[config.mk]
export PLATFORM = sky130hd
export DESIGN_NAME = peer_credit_flow_control
export DESIGN_NICKNAME = d
export VERILOG_FILES = /design/src/rtl/core/pcfc_pkg.sv /design/src/rtl/core/peer_credit_flow_control.sv
export SDC_FILE = /design/constraint.sdc
export NUM_CORES = 1
export LEC_CHECK = 0
export BUFFER_PORTS_ARGS = -buffer_cell sky130_fd_sc_hd__buf_4
export CAP_MARGIN = 15
export CORE_ASPECT_RATIO = 1.5
export CORE_UTILIZATION = 48
export CTS_BUF_LIST = sky130_fd_sc_hd__clkbuf_16
export CTS_CLUSTER_DIAMETER = 60
export DETAILED_ROUTE_END_ITERATION = 12
export PLACE_DENSITY = 0.61
export SLEW_MARGIN = 20
export SYNTH_ARGS = -nofsm -noshare
export SYNTH_HDL_FRONTEND = slang
export SYNTH_SLANG_ARGS = --single-unit
export TNS_END_PERCENT = 20
[constraint.sdc]
create_clock -name clock -period 8.27 [get_ports clock]
set_input_delay 0 -clock clock [delete_from_list [all_inputs] [get_ports clock]]
set_output_delay 0 -clock clock [all_outputs]
set_load 0.01 [all_outputs]
[src/rtl/core/pcfc_pkg.sv]
// Shared types and constants for the peer credit flow control block.
// No dependencies; used by peer_credit_flow_control.
`default_nettype none

package pcfc_pkg;

   // Number of machines in the broadcast group (2 to 32)
   localparam int MACHINES = 8;
   localparam int IDX_W    = $clog2(MACHINES);

   localparam int SELF_W   = 5;
   localparam int CNT_W    = 8;
   localparam int CSR_W    = 8;
   localparam int CSR_AW   = 2;

   // Request kinds carried on req_tuser
   typedef enum logic [1:0] {
      FUNC_BCAST  = 2'd0,
      FUNC_CREDIT = 2'd1,
      FUNC_COH    = 2'd2,
      FUNC_NONE   = 2'd3
   } func_type;

   // Register indexes on the csr port
   typedef enum logic [CSR_AW-1:0] {
      CSR_SELF_ID    = 2'd0,
      CSR_CREDIT_MAX = 2'd1,
      CSR_CREDITS_PM = 2'd2,
      CSR_SIG_PERIOD = 2'd3
   } csr_index_type;

   localparam logic [SELF_W-1:0] SELF_RESET   = 5'd0;
   localparam logic [CNT_W-1:0]  CMAX_RESET   = 8'd30;
   localparam logic [CNT_W-1:0]  CPM_RESET    = 8'd10;
   localparam logic [CNT_W-1:0]  PERIOD_RESET = 8'd8;

   // One request after the input register
   typedef struct packed {
      func_type          func;
      logic              needs_broadcast;
      logic [7:0]        peer;
      logic              status_ok;
      logic              last_in_batch;
   } req_type;

   // One result, packed as on rsp_tdata (lowest field last here)
   typedef struct packed {
      logic              ignored;
      logic              credit_signaled;
      logic [SELF_W-1:0] credit_target;
      logic              credit_send;
      logic              stalled;
      logic              granted;
   } rsp_type;

endpackage

`default_nettype wire

[src/rtl/core/peer_credit_flow_control.sv]
// Peer credit flow control: broadcast grant, credit intake and credit return.
// Depends on pcfc_pkg.
//
// Usage:
//   req_* carries one request per handshake: req_tuser is the kind (broadcast
//   request, credit message, coherence message), req_tlast marks the last
//   operation of a broadcast batch. rsp_* returns exactly one result per
//   request, in order. csr_* writes the four configuration registers; write
//   self_id or credit_max only while idle, as either reloads the credit table.
//   Pipeline: a request accepted sits in the input register; its result is
//   registered in the result register when that is free, and is taken from
//   there. Throughput: one request per cycle while rsp_tready keeps up; the
//   credit table and per-peer counters are checked and updated in parallel
//   in the combinational logic between the two registers.
//   Reset (synchronous): credit_max credits for every peer, zero for self,
//   counters and batch hold cleared, registers at their defaults.
//   When rsp_tready is low the result is held; one further request waits in
//   the input register, after which req_tready falls.
`default_nettype none

module peer_credit_flow_control (
   input  wire logic        clock,
   input  wire logic        reset,
   // request channel
   input  wire logic        req_tvalid,
   output logic             req_tready,
   input  wire logic [15:0] req_tdata,  // [0] needs_broadcast, [8:1] peer, [9] status_ok
   input  wire logic [1:0]  req_tuser,  // [1:0] func
   input  wire logic        req_tlast,  // last_in_batch
   // result channel
   output logic             rsp_tvalid,
   input  wire logic        rsp_tready,
   output logic [15:0]      rsp_tdata,  // [0] granted, [1] stalled, [2] credit_send,
                                        // [7:3] credit_target, [8] credit_signaled,
                                        // [9] ignored
   // configuration
   input  wire logic                        csr_we,
   input  wire logic [pcfc_pkg::CSR_AW-1:0] csr_addr,
   input  wire logic [pcfc_pkg::CSR_W-1:0]  csr_wdata
);

   localparam int M  = pcfc_pkg::MACHINES;
   localparam int IW = pcfc_pkg::IDX_W;
   localparam int SW = pcfc_pkg::SELF_W;
   localparam int CW = pcfc_pkg::CNT_W;

   // configuration
   logic [SW-1:0] self_id_ff;
   logic [CW-1:0] credit_max_ff, cpm_ff, period_ff;
   logic [SW-1:0] self_id_in;
   logic [CW-1:0] credit_max_in, cpm_in, period_in;

   // state
   logic [CW-1:0] credits_ff [M];
   logic [CW-1:0] credits_in [M];
   logic [CW-1:0] seen_ff [M];
   logic [CW-1:0] seen_in [M];
   logic [CW-1:0] phase_ff, phase_in;
   logic          hold_ff, hold_in;

   // pipeline
   logic                  s1_valid_ff, s1_valid_in;
   pcfc_pkg::req_type     s1_req_ff, s1_req_in;
   logic                  rsp_valid_ff, rsp_valid_in;
   pcfc_pkg::rsp_type     rsp_ff, rsp_in;

   logic          out_free, s1_go;
   logic          all_credit, bad_arrival;
   logic [IW-1:0] pidx;
   logic [CW:0]   credit_sum;
   logic [CW-1:0] seen_next;
   logic [CW:0]   phase_inc;
   logic          reload;

   assign out_free   = !rsp_valid_ff || rsp_tready;
   assign s1_go      = s1_valid_ff && out_free;
   assign req_tready = !s1_valid_ff || out_free;
   assign rsp_tvalid = rsp_valid_ff;
   assign rsp_tdata  = {6'b0, rsp_ff};

   assign pidx = s1_req_ff.peer[IW-1:0];

   always_comb begin
      all_credit = 1'b1;
      for (int m = 0; m < M; m++) begin
         if (self_id_ff != SW'(m) && credits_ff[m] == '0) begin
            all_credit = 1'b0;
         end
      end
   end

   assign bad_arrival = !s1_req_ff.status_ok || s1_req_ff.peer >= 8'(M)
                        || s1_req_ff.peer == {3'b000, self_id_ff};
   assign credit_sum  = {1'b0, credits_ff[pidx]} + {1'b0, cpm_ff};
   assign seen_next   = (seen_ff[pidx] == '1) ? seen_ff[pidx] : seen_ff[pidx] + 1'b1;
   assign phase_inc   = {1'b0, phase_ff} + 1'b1;

   // configuration writes
   always_comb begin
      self_id_in    = self_id_ff;
      credit_max_in = credit_max_ff;
      cpm_in        = cpm_ff;
      period_in     = period_ff;
      reload        = 1'b0;
      if (csr_we) begin
         unique case (pcfc_pkg::csr_index_type'(csr_addr))
            pcfc_pkg::CSR_SELF_ID: begin
               self_id_in = csr_wdata[SW-1:0];
               reload     = 1'b1;
            end
            pcfc_pkg::CSR_CREDIT_MAX: begin
               credit_max_in = csr_wdata;
               reload        = 1'b1;
            end
            pcfc_pkg::CSR_CREDITS_PM: cpm_in    = csr_wdata;
            pcfc_pkg::CSR_SIG_PERIOD: period_in = csr_wdata;
            default: ;
         endcase
      end
   end

   // request handling and state update
   always_comb begin
      credits_in = credits_ff;
      seen_in    = seen_ff;
      phase_in   = phase_ff;
      hold_in    = hold_ff;
      rsp_in     = rsp_ff;

      if (s1_go) begin
         rsp_in = '0;
         unique case (s1_req_ff.func)
            pcfc_pkg::FUNC_BCAST: begin
               if (s1_req_ff.needs_broadcast) begin
                  if (!hold_ff && all_credit) begin
                     for (int m = 0; m < M; m++) begin
                        if (self_id_ff != SW'(m)) begin
                           credits_in[m] = credits_ff[m] - 1'b1;
                        end
                     end
                     rsp_in.granted = 1'b1;
                  end else begin
                     rsp_in.stalled = 1'b1;
                     hold_in        = 1'b1;
                  end
               end
               // end of batch drops the hold after this request is handled
               if (s1_req_ff.last_in_batch) begin
                  hold_in = 1'b0;
               end
            end
            pcfc_pkg::FUNC_CREDIT: begin
               if (bad_arrival) begin
                  rsp_in.ignored = 1'b1;
               end else if (credit_sum > {1'b0, credit_max_ff}) begin
                  credits_in[pidx] = credit_max_ff;
               end else begin
                  credits_in[pidx] = credit_sum[CW-1:0];
               end
            end
            pcfc_pkg::FUNC_COH: begin
               if (bad_arrival) begin
                  rsp_in.ignored = 1'b1;
               end else if (seen_next >= cpm_ff) begin
                  seen_in[pidx]          = '0;
                  rsp_in.credit_send     = 1'b1;
                  rsp_in.credit_target   = s1_req_ff.peer[SW-1:0];
                  rsp_in.credit_signaled = (phase_ff == '0);
                  phase_in = (phase_inc >= {1'b0, period_ff}) ? '0 : phase_inc[CW-1:0];
               end else begin
                  seen_in[pidx] = seen_next;
               end
            end
            default: ;
         endcase
      end

      // reload the credit table on a self_id or credit_max write
      if (reload) begin
         for (int m = 0; m < M; m++) begin
            credits_in[m] = (self_id_in == SW'(m)) ? '0 : credit_max_in;
         end
      end
   end

   always_comb begin
      s1_valid_in = s1_valid_ff;
      s1_req_in   = s1_req_ff;
      if (req_tready) begin
         s1_valid_in = req_tvalid;
         s1_req_in   = '{func:            pcfc_pkg::func_type'(req_tuser),
                         needs_broadcast: req_tdata[0],
                         peer:            req_tdata[8:1],
                         status_ok:       req_tdata[9],
                         last_in_batch:   req_tlast};
      end
      rsp_valid_in = rsp_valid_ff;
      if (out_free) begin
         rsp_valid_in = s1_valid_ff;
      end
   end

   always_ff @(posedge clock) begin
      if (reset) begin
         s1_valid_ff   <= 1'b0;
         rsp_valid_ff  <= 1'b0;
         self_id_ff    <= pcfc_pkg::SELF_RESET;
         credit_max_ff <= pcfc_pkg::CMAX_RESET;
         cpm_ff        <= pcfc_pkg::CPM_RESET;
         period_ff     <= pcfc_pkg::PERIOD_RESET;
         phase_ff      <= '0;
         hold_ff       <= 1'b0;
         for (int m = 0; m < M; m++) begin
            seen_ff[m]    <= '0;
            credits_ff[m] <= (pcfc_pkg::SELF_RESET == SW'(m)) ? '0 : pcfc_pkg::CMAX_RESET;
         end
      end else begin
         s1_valid_ff   <= s1_valid_in;
         rsp_valid_ff  <= rsp_valid_in;
         self_id_ff    <= self_id_in;
         credit_max_ff <= credit_max_in;
         cpm_ff        <= cpm_in;
         period_ff     <= period_in;
         phase_ff      <= phase_in;
         hold_ff       <= hold_in;
         seen_ff       <= seen_in;
         credits_ff    <= credits_in;
      end
      s1_req_ff <= s1_req_in;
      rsp_ff    <= rsp_in;
   end

`ifndef NO_ASSERTIONS
   a_grant_excl: assert property (@(posedge clock) disable iff (reset)
      rsp_tvalid |-> !(rsp_ff.granted && rsp_ff.stalled))
      else $error("grant and stall on one request");

   a_signal_send: assert property (@(posedge clock) disable iff (reset)
      rsp_tvalid && rsp_ff.credit_signaled |-> rsp_ff.credit_send)
      else $error("signaled flag without a credit return");

   a_self_empty: assert property (@(posedge clock) disable iff (reset)
      self_id_ff < SW'(M) |-> credits_ff[self_id_ff[IW-1:0]] == '0)
      else $error("self holds credits");

   a_backpressure: assert property (@(posedge clock) disable iff (reset)
      s1_valid_ff && rsp_tvalid && !rsp_tready |-> !req_tready)
      else $error("request taken with both stages full");

   a_grant_clear_hold: assert property (@(posedge clock) disable iff (reset)
      s1_go && s1_req_ff.func == pcfc_pkg::FUNC_BCAST && s1_req_ff.last_in_batch
      |=> !hold_ff)
      else $error("batch end left hold set");
`endif

endmodule

`default_nettype wire

; Word level (Yosys, flattened, before mapping)
; Cells that the tools add are included.
[classes]
addsub = 11
order_cmp = 6
n_eq_ne = 33
mux = 58
bitwise_logic = 6
n_reduce_logical = 53
[ops]
columns = op, n
row1 = 64-bit two-way mux, 7
row2 = 8-bit two-way mux, 25
row3 = 64-bit bitwise mux, 3
row4 = 64-bit one-hot mux with 2 select lines, 1
row5 = 8-bit zero test, 9
row6 = 64-bit AND, 1
row7 = 64-bit inverter, 1
row8 = 8-bit by 1-bit subtractor with 8-bit output (second input constant), 8
row9 = 8-bit binary-select mux with 3-bit select, 2
row10 = 6-bit AND reduction, 8
row11 = 3-bit != test (second input constant), 11
row12 = 8-bit demux with 3-bit select, 1
row13 = 5-bit by 3-bit == test with 1-bit output (second input constant), 4
row14 = 5-bit by 3-bit != test with 1-bit output (second input constant), 4
row15 = 1-bit two-way mux, 17
row16 = 1-bit logical AND, 11
row17 = 5-bit by 2-bit == test with 1-bit output (second input constant), 2
row18 = 5-bit two-way mux, 2
row19 = 5-bit by 2-bit != test with 1-bit output (second input constant), 2
row20 = 8-bit by 1-bit adder with 9-bit output (second input constant), 1
row21 = 8-bit by 8-bit adder with 9-bit output, 1
row22 = 9-bit by 8-bit >= comparator with 1-bit output, 1
row23 = 9-bit by 8-bit greater-than comparator with 1-bit output, 1
row24 = 8-bit by 1-bit adder with 8-bit output (second input constant), 1
row25 = other kinds (25), 43
[totals]
reg_bits = 191
inputBits = 34
out_inout_bits = 18

; Longest topological paths before layout
; Gate-level depths: netlist (run 1).
[logic_depth]
word_depth = 16
depth_mapped = 22
ltp_nobuf = 19

; Worst setup path after synthesis (run 1)
; Ideal clock, no wire load.
[synth_path]
path_type = flip-flop to flip-flop
start = reg s1_req_ff, in the netlist pidx[1]
end = reg credits_ff[16] in the netlist's numbering
setup_time_ps = 146
arrival_time_ps = 4702
required_ps = 8124
setup_slack_ps = 3422
stages_incl_launch_ff = 22
n_path_buf = 3
path_cell_list = edfxtp_1 buf_2 buf_2 nor3_1 clkbuf_1 a22oi_1 nand4_1 ha_1 inv_1 fa_1 nor2b_1 o31a_1 o31a_1 nor3_1 ha_1 or4_1 a21oi_1 o221ai_1 a21oi_4 mux2i_1 o221a_2 a211oi_2
[synth_via]
elab_chain_len = 11
elab_cells_between_ends = 24
[synth_lines]
columns = item, line_no
row1 = from (decl), peer_credit_flow_control.sv:63  ; pcfc_pkg::req_type s1_req_ff, s1_req_in;
row2 = from (signal assigned), peer_credit_flow_control.sv:229  ; s1_req_ff <= s1_req_in;
row3 = 3-bit inverter with 4-bit output (implied by the code), "peer_credit_flow_control.sv:94, peer_credit_flow_control.sv:156, peer_credit_flow_control.sv:158"
row4 = "8-bit binary-select mux with 3-bit select, or another cell as far along", peer_credit_flow_control.sv:94  ; assign credit_sum = {1'b0, credits_ff[pidx]} + {1'b0, cpm_ff};
row5 = 8-bit two-way mux (implied by the code) / 1-bit logical AND (equally long branches), "peer_credit_flow_control.sv:94, peer_credit_flow_control.sv:156, peer_credit_flow_control.sv:158"
row6 = "8-bit two-way mux, on equally long branches", "peer_credit_flow_control.sv:94, peer_credit_flow_control.sv:156, peer_credit_flow_control.sv:158"
row7 = 8-bit by 8-bit adder with 9-bit output / 8-bit demux with 3-bit select (equally long branches), "peer_credit_flow_control.sv:94, peer_credit_flow_control.sv:156, peer_credit_flow_control.sv:158"
row8 = "9-bit by 8-bit greater-than comparator with 1-bit output, or another cell as far along", peer_credit_flow_control.sv:155  ; end else if (credit_sum > {1'b0, credit_max_ff}) begin
row9 = 64-bit two-way mux, peer_credit_flow_control.sv:155
row10 = 64-bit two-way mux, peer_credit_flow_control.sv:153  ; if (bad_arrival) begin
row11 = 64-bit one-hot mux with 2 select lines, peer_credit_flow_control.sv:132  ; unique case (s1_req_ff.func)
row12 = 64-bit two-way mux, peer_credit_flow_control.sv:130  ; if (s1_go) begin
row13 = 64-bit two-way mux, peer_credit_flow_control.sv:179  ; if (reload) begin
row14 = "to (signal, indexed assignment)", peer_credit_flow_control.sv:215  ; credits_ff[m] <= (pcfc_pkg::SELF_RESET == SW'(m)) ? '0 : pcfc_pkg::CMAX_RESET;
row15 = to (signal assigned), peer_credit_flow_control.sv:227  ; credits_ff <= credits_in;
row16 = to (decl), peer_credit_flow_control.sv:54  ; logic [CW-1:0] credits_ff [M];
; Parallel ways exist; a longest one is shown, timed or not. The select of a mux whose other input is x is not followed.
; A chain may end at the register's enable or synchronous reset.

; Worst setup path in the final report (run 1)
[layout_path]
start = reg s1_req_ff, in the netlist pidx[1]
end = reg credits_ff[49] in the netlist's numbering
; Same word-level chain as after synthesis.

==> flow_summary.toml, run 1 <==
[finish]
final_cell_mix = "dfxtp_1 (168), nand2_1 (158), a21oi_1 (132), o21ai_0 (83), nor2_1 (76)"
fin_util = 0.540
final_layout_size_suffix_gt1_frac = 0.134
syn_to_final_growth_pct = 10.1
diodes = 0
final_nets = 1464
layout_commonest_cell = "dfxtp_1"

[power_and_ir_drop]
worst_ir_drop_vdd_mv = 0.157
leakagePower_nw = 4.67
power_density_nw_per_um2 = 185

[worst_hold_path]
worstHoldStart = "csr_addr[1]"
holdPathEnd = "self_id_ff[2]"
min_path_cells = 5
hold_path.class = "primary input to flop"

[global_route]
grt_pass1_vias = 10343
antenna_found_initial = 0
grt_overflow_total = 0
grt_pass1_wl_um = 57900
grt_max_degree = 71
grt_usage = 0.306

[critical_path]
crit_path_top_delay_cell = "mux2i_1"
crit_chain = "and2b_1, and2_1, a22o_1, a221oi_1, nand3_1, ha_1, or3_1, o22a_1, o31ai_1, xnor2_1, ha_1, or4_1, a21oi_1, o221ai_1, a21oi_4, mux2i_1, a2111oi_0, a21oi_1"
cp_max_fo = 23
cp_top_family = "compound AO/OA/AOI/OAI gates"
reg2reg_depth = 18
arrival_ns = 6.80
r2r_slack_ns = 1.86
critical_path_class = "flop to flop"
r2r_start = "pidx[1]"
worstPathRequired_ns = 8.66
start_kind = "flop"
worstReg2RegEnd = "credits_ff[49]"
critPathBufInv = 0
critical_path.max_stage_delay_ns = 0.95
crit_path_end_kind = "flop"

[route]
wirelength_um = 37200
drtPass1Iterations = 6
viasPerCell = 6.23
met2_length_um = 18900
drt_iter0_drc = 1003
detail_route.wl_per_cell_um = 21.7
routed.top_layer = "met4"
ant_nets = 0
wirelength_met1_um = 14200
vias = 10666
wl_met3_um = 1850
drc = 0

[synthesis]
synth_cells = 1362
yosys_warnings = 0
synth_seq_cells = 191
yosysUniqueCellTypes = 81
synth-edff-count = 23
syn_area_per_cell_um2 = 8.59
synth_area_um2 = 11700
async_reset_ff_frac = 0
synthFlopType = "dfxtp_1"
seq_area_frac_synth = 0.346

[clock_network]
clk_pin_slew_ns = 0.08
cts_max_level = 4
cts_inserted_buffers = 17
cts.sinks = 191
cts_resized = 0
clk_latency_ns = 0.45
cts_root_buf = "clkbuf_16"
cts_tree = "built"
cts_buffer_depth = 2

[timing]
tns_ns = 0
slew_headroom = 0.192
worst_slew_pin_slew_ns = 1.20
rsz0062_at_grt = "false"
hold_viol = 0
finalCriticalPeriod_ns = 6.41
maxSlewViolCount = 0
setup_viol = 0
fin_skew_ns = 0.0111
fin_crit_sh = 0.776
max_freq_ghz = 0.156

[floorplan]
core_um2 = 23800
initial_core_util = 0.491
die_y_um = 193
die-area_um2 = 25000
fp.dieW_um = 129
rows = 69
io_pins = 52

[status]
outcome = "completed"

[job]
cap_violations = 0

[placed_design]
io_buffers = 39
place_hpwl_um = 26600
gp_congestion = 0.963
[what timing repair did]
item	4_1_cts	5_1_grt
endpoints found under the hold margin	42	0
hold buffers	25	0
buffers inserted	0	0
[worst max path at each step]
stage,startpoint,endpoint,cells past startpoint
floorplan,pidx[1],credits_ff[16],21
global placement,pidx[1],credits_ff[17],19
detailed placement,pidx[1],credits_ff[9],18
CTS,pidx[1],credits_ff[9],18
global route,pidx[1],credits_ff[1],18
finish,pidx[1],credits_ff[49],18
[worst reg2reg max path, stage by stage (launching register included)]
cell and delay [ns]:
edfxtp_1 0.93, and2b_1 0.34, and2_1 0.36, a22o_1 0.27, a221oi_1 0.41, nand3_1 0.24
ha_1 0.28, or3_1 0.39, o22a_1 0.19, o31ai_1 0.08, xnor2_1 0.13, ha_1 0.20
or4_1 0.40, a21oi_1 0.14, o221ai_1 0.20, a21oi_4 0.35, mux2i_1 0.95, a2111oi_0 0.28
a21oi_1 0.20
[per-stage QoR]
step           std cells  cell area (um^2)  power (mW)  setup slack [ns]  hold WS [ns]
6_report            1712             12900        2.38              1.86        0.0568
5_1_grt             1712             12900        2.48              1.58        0.0776
4_1_cts             1712             12900        2.38              1.99        0.0400
3_5_place_dp        1655             12100        1.58              2.05         0.179
3_3_place_gp        1655             12100        1.57              1.93         0.178
2_1_floorplan       1369             11700        1.41              3.42        0.0989
[synth_stat cells, drive strengths merged (9+ instances only)]
master | instances | area, um^2
a22oi | 22 | 165
a211oi | 79 | 803
a21oi | 143 | 764
xor2 | 21 | 191
o22a | 9 | 78.8
dfxtp | 168 | 3360
xnor2 | 41 | 359
nor2 | 77 | 292
o21ai | 94 | 482
nand2b | 10 | 62.6
and2 | 22 | 138
nand2 | 158 | 593
buf | 36 | 265
o221ai | 9 | 78.8
o22ai | 42 | 263
inv | 66 | 248
nor4 | 11 | 75.1
edfxtp | 23 | 691
mux2i | 17 | 170
a221oi | 13 | 120
nand3 | 23 | 115
clkbuf | 49 | 184
ha | 49 | 613
or3 | 10 | 67.6
nor3b | 11 | 87.6
nor3 | 26 | 141
mux2 | 20 | 225
[final cells by class]
class / instances / area, um^2
Tap cell: 319 / 399
Multi-Input combinational cell: 1027 / 6980
Sequential cell: 191 / 4050
Clock buffer: 17 / 425
Clock inverter: 15 / 129
Inverter: 66 / 248
Fill cell: 2319 / 10900
Timing Repair Buffer: 77 / 641
[report_power, final]
group	internal (mW)	switching (mW)
Sequential	0.975	0.0621
Clock	0.396	0.407
Combinational	0.197	0.346
[metal layers]
layer  track usage  vias up
met4         0.182        0
met2         0.536      406
li1              -     5038
met3        0.0401      119
met1         0.349     5103
met5             0        -
[kinds of logic (layout without fill, tap and decap cells)]
logic type | count (synthesis) | after routing | share of synthesized area
adders and majority gates | 50 | 50 | 0.0541
other | 1 | 8 | 0.000320
AOI/OAI and AO/OA | 473 | 473 | 0.283
buffers and inverters | 151 | 175 | 0.0596
DFF | 191 | 191 | 0.346
xor gates and xnor gates | 62 | 62 | 0.0470
muxes | 45 | 45 | 0.0492
and+or+nand+nor | 389 | 389 | 0.160
[flip-flops by register name (all words and copies together), names as in the netlist, 3 cells and up]
name,cells
seen_ff,64
pidx,3
rsp_tdata,10
s1_req_ff,10
credits_ff,64
cpm_ff,8
self_id_ff,5
period_ff,8
credit_max_ff,8
phase_ff,8
(Power assumes the default switching activity.)
==> run 2, diff against run 1 <==
- PLACE_DENSITY: 0.61 -> 0.63
- clock period: 8.27 -> 5.8 ns (I/O delays scaled with it)
==> flow_summary.toml, run 2 (same netlist as run 1, synthesis figures left out) <==
[clock_network]
clk_latency_ns = 0.45
cts_inserted_buffers = 17
post_cts_buffers = 0
cts_resized = 0
cts_root_buf = "clkbuf_16"
cts_tree = "built"
ctsHoldBuffers = 26
cts.sinks = 191
cts_max_level = 4
cts_buffer_depth = 2
clk_pin_slew_ns = 0.07

[global_route]
grt_max_degree = 73
grt_pass1_wl_um = 59300
antenna_found_initial = 0
grt_usage = 0.312
grt_pass1_vias = 10777
grt_overflow_total = 0

[timing]
tns_ns = 0
maxSlewViolCount = 0
rsz0062_at_grt = "false"
worst_slew_pin_slew_ns = 1.03
finalCriticalPeriod_ns = 5.53
hold_slack_ns = 0.0460
fin_crit_sh = 0.953
slew_headroom = 0.311
max_freq_ghz = 0.181
fin_skew_ns = 0.0112
setup_viol = 0
hold_viol = 0

[finish]
final_layout_size_suffix_gt1_frac = 0.147
layout_commonest_cell = "dfxtp_1"
syn_to_final_growth_pct = 11.8
final_cell_mix = "dfxtp_1 (168), nand2_1 (157), a21oi_1 (132), o21ai_0 (83), nor2_1 (76)"
fin_util = 0.549
final_nets = 1489
diodes = 0
largest_registers = "credits_ff: 64 flops, seen_ff: 64 flops"

[floorplan]
initial_core_util = 0.491
core_um2 = 23800
io_pins = 52
fp.dieW_um = 129
die-area_um2 = 25000
die_y_um = 193
rows = 69

[placed_design]
place_hpwl_um = 27600
io_buffers = 39
gp_congestion = 1.00

[critical_path]
cp_max_fo = 9
start_kind = "flop"
critPathBufInv = 0
crit_chain = "and2b_1, and2_1, a22o_1, a221oi_1, nand3_1, ha_1, or3_1, o22a_1, o31ai_1, xnor2_1, ha_1, or4_1, a21oi_1, o221ai_1, a21oi_4, mux2_1, a211oi_1, a21oi_1"
crit_path_end_kind = "flop"
crit_path_top_delay_cell = "mux2_1"
worstPathRequired_ns = 6.12
r2r_slack_ns = 0.27
arrival_ns = 5.84
critical_path_class = "flop to flop"
critical_path.max_stage_delay_ns = 0.60
cp_top_family = "compound AO/OA/AOI/OAI gates"

[route]
drt_iter0_drc = 794
detail_route.wl_per_cell_um = 21.9
wirelength_um = 38000
vias = 10868
ant_nets = 0
viasPerCell = 6.26
drc = 0
drtPass1Iterations = 5

[power_and_ir_drop]
leakagePower_nw = 4.78
worst_ir_drop_vdd_mv = 0.211
power_density_nw_per_um2 = 262

[job]
cap_violations = 0

[worst_hold_path]
hold_path.class = "primary input to flop"

[status]
outcome = "completed"
-- run 2: path summary, 6_finish.rpt --
kind                             startpoint       endpoint  cells past startpoint
worst max-delay path                pidx[2]  credits_ff[3]                     18
worst max register to register      pidx[2]  credits_ff[3]                     18
worst min-delay path            csr_addr[1]  self_id_ff[3]                      5
worst min register to register  seen_ff[56]    seen_ff[56]                      2
-- run 2: worst min-delay path, stage by stage --
cell	delay, ns
buf_4	0.11
nor3b_1	0.05
buf_4	0.17
nand2_1	0.07
a21oi_1	0.05
-- run 2: report_power, final --
group / internal (mW) / switching (mW) / leakage (nW)
sequential: 1.39 / 0.0887 / 1.60
combinational: 0.308 / 0.501 / 2.92
clock: 0.563 / 0.583 / 0.267
total: 2.26 / 1.17 / 4.78
-- run 2: final cells by class --
class | instances | area [um^2]
fill | 2299 | 10700
timing repair buffer | 102 | 843
sequential | 191 | 4050
multi-input combinational | 1027 | 6990
clock buffer | 17 | 425
inverter | 66 | 248
tap | 319 | 399
clock inverter | 15 | 129
-- run 2: layer usage --
| metal | GRT usage | vias to the layer above | part of all wire |
|---|---|---|---|
| li1 | - | 5085 | - |
| met1 | 0.346 | 5209 | 0.38 |
| met2 | 0.542 | 441 | 0.50 |
| met3 | 0.0520 | 133 | 0.053 |
| met4 | 0.201 | 0 | 0.066 |
| met5 | 0 | - | 0 |
-- run 2: per-stage QoR --
stage / instances / instance area, um^2 / total power, mW / setup slack (ns)
6_report: 1737 / 13100 / 3.43 / 0.273
5_1_grt: 1737 / 13100 / 3.57 / 0.0267
4_1_cts: 1737 / 13100 / 3.42 / 0.348
3_5_place_dp: 1679 / 12300 / 2.28 / 0.404
3_3_place_gp: 1679 / 12300 / 2.27 / 0.482
2_1_floorplan: 1369 / 11700 / 2.01 / 0.952
==> run 3, diff against run 2 <==
- ABC_AREA: not set -> 1
- SLEW_MARGIN: 20 -> not set
==> flow_summary.toml, run 3 <==
[synthesis]
synth_top_cells_by_count = "nand2_1 (361), o21ai_0 (181), nor2_1 (177)"
seq_area_frac_synth = 0.341
synth_area_um2 = 11900
synth_top_cell_area_share = 0.283
async_reset_ff_frac = 0
yosys_warnings = 0
syn_area_per_cell_um2 = 6.99
synth-edff-count = 23
synth_cells = 1698
yosysUniqueCellTypes = 55
synth_area_leader_cell = "dfxtp_1"
synthMostInstantiatedCell = "nand2_1"
synth_seq_cells = 191
synthFlopType = "dfxtp_1"
ys_top_cells_by_area = "dfxtp_1 (28%), nand2_1 (11%), o21ai_0 (7.6%), a21oi_1 (6.6%), edfxtp_1 (5.8%)"

[critical_path]
worstPathRequired_ns = 6.14
start_kind = "flop"
arrival_ns = 5.65
reg2reg_depth = 26
r2r_start = "pidx[2]"
cp_max_fo = 12
r2r_slack_ns = 0.49
critical_path_class = "flop to flop"
worstReg2RegEnd = "credits_ff[42]"
crit_path_end_kind = "flop"

[clock_network]
cts_resized = 0
cts_tree = "built"
cts_root_buf = "clkbuf_16"
cts.sinks = 191
clk_pin_slew_ns = 0.08
ctsHoldBuffers = 27
cts_max_level = 4
post_cts_buffers = 0
cts_buffer_depth = 2
clk_latency_ns = 0.46
cts_inserted_buffers = 17

[timing]
fin_skew_ns = 0.0151
rsz0062_at_grt = "false"
worst_slew_pin_slew_ns = 1.11
slew_headroom = 0.259
setup_viol = 0
hold_slack_ns = 0.0576
fin_crit_sh = 0.916
hold_viol = 0
max_freq_ghz = 0.188
timing.final.ws_setup_ns = 0.487
maxSlewViolCount = 0
finalCriticalPeriod_ns = 5.31
tns_ns = 0

[finish]
final_layout_size_suffix_gt1_frac = 0.101
final_nets = 1829
largest_registers = "credits_ff: 64 flops, seen_ff: 64 flops"
fillers = 2493
syn_to_final_growth_pct = 11.7
diodes = 0
final_cell_mix = "nand2_1 (361), o21ai_0 (181), nor2_1 (177), dfxtp_1 (168), inv_1 (167)"
layout_commonest_cell = "nand2_1"
finalNonFillerCells = 2082

[global_route]
grt_overflow_total = 0
grt_pass1_wl_um = 63700
grt_pass1_vias = 11344
antenna_found_initial = 0
grt_max_degree = 107
grt_usage = 0.338

[placed_design]
post-place-cells = 2020
place_hpwl_um = 29900
io_buffers = 39
gp_congestion = 1.04
post-place-ws_ns = 0.600

[worst_hold_path]
hold_path.class = "primary input to flop"
worstHoldStart = "csr_we"
holdPathEnd = "period_ff[3]"
min_path_cells = 4

[floorplan]
initial_core_util = 0.488
die-area_um2 = 25400
fp.dieW_um = 130
die_y_um = 195
core_um2 = 24300
io_pins = 52
rows = 70

[power_and_ir_drop]
leakagePower_nw = 5.83
worst_ir_drop_vdd_mv = 0.230
power_density_nw_per_um2 = 270

[route]
detail_route.wl_per_cell_um = 19.9
drc = 0
viasPerCell = 5.71
drtPass1Iterations = 7
drt_iter0_drc = 901
wirelength_um = 41300
ant_nets = 0
vias = 11890

[job]
cap_violations = 0

[status]
outcome = "completed"
[run 3: through the flow]
step / area [um^2] / power [mW] / utilization
detailed placement: 12300 / 2.30 / 0.507
floorplan: 11900 / 1.99 / -
finish: 13300 / 3.59 / 0.545
global route: 13300 / 3.71 / 0.545
global placement: 12300 / 2.30 / 0.507
CTS: 13200 / 3.57 / 0.543
[run 3: worst max-delay path by stage]
stage                       start        endpoint  slack [ns]  cells after the start
final                     pidx[2]  credits_ff[42]        0.49                     26
after global placement    pidx[2]  credits_ff[50]        0.69                     26
after floorplan           pidx[2]  credits_ff[42]        1.74                     31
after CTS                 pidx[2]  credits_ff[42]        0.58                     26
after global routing      pidx[0]  credits_ff[27]        0.13                     31
after detailed placement  pidx[2]  credits_ff[42]        0.60                     26
[run 3: worst max-delay path: stages, from the launching register on]
cell and delay (ns):
edfxtp_1 0.57, buf_4 0.25, nand3_1 0.11, inv_2 0.13, a221oi_1 0.56, o2111ai_1 0.27
ha_1 0.41, nand2_1 0.06, o21ai_0 0.34, xor2_1 0.23, inv_1 0.07, ha_1 0.28
nand2_1 0.08, nor2_1 0.06, nand2_1 0.05, nand3_1 0.06, nand2_1 0.07, nand2_1 0.04
nand2_1 0.05, nand2_1 0.04, nand2_1 0.13, nand2_1 0.25, or2_2 0.44, nand2_1 0.36
o21ai_0 0.14, nand2_1 0.07, nand2_1 0.04
[run 3: cells by family (layout without fill, tap and decap cells)]
group	count (synthesis)	after routing	synth area share
muxes	1	1	0.000843
adders and majority gates	50	50	0.0533
DFF	191	191	0.341
AOI/OAI and AO/OA	460	460	0.215
xor gates and xnor gates	49	49	0.0361
buffers and inverters	249	302	0.0916
and+or+nand+nor	697	697	0.261
other	1	8	0.000316
[run 3: where the power goes]
part / total, mW / switching (mW) / leakage [nW] / internal [mW]
clock: 1.26 / 0.604 / 0.303 / 0.658
sequential: 1.45 / 0.0578 / 1.60 / 1.39
combinational: 0.873 / 0.628 / 3.93 / 0.245
[run 3: layer usage]
layer	GRT usage	part of all wire
met5	0	0
met4	0.239	0.075
met3	0.0451	0.050
met2	0.578	0.50
met1	0.381	0.38
[run 3: area by class of cell]
cell class | instances | area [um^2] | area share
multi-input cells | 1265 | 6760 | 0.510
flip-flops and latches | 191 | 4050 | 0.306
repair buffers | 86 | 721 | 0.0543
inverters | 184 | 702 | 0.0529
clock buffers | 17 | 425 | 0.0321
well taps | 324 | 405 | 0.0306
clock inverters | 15 | 198 | 0.0149
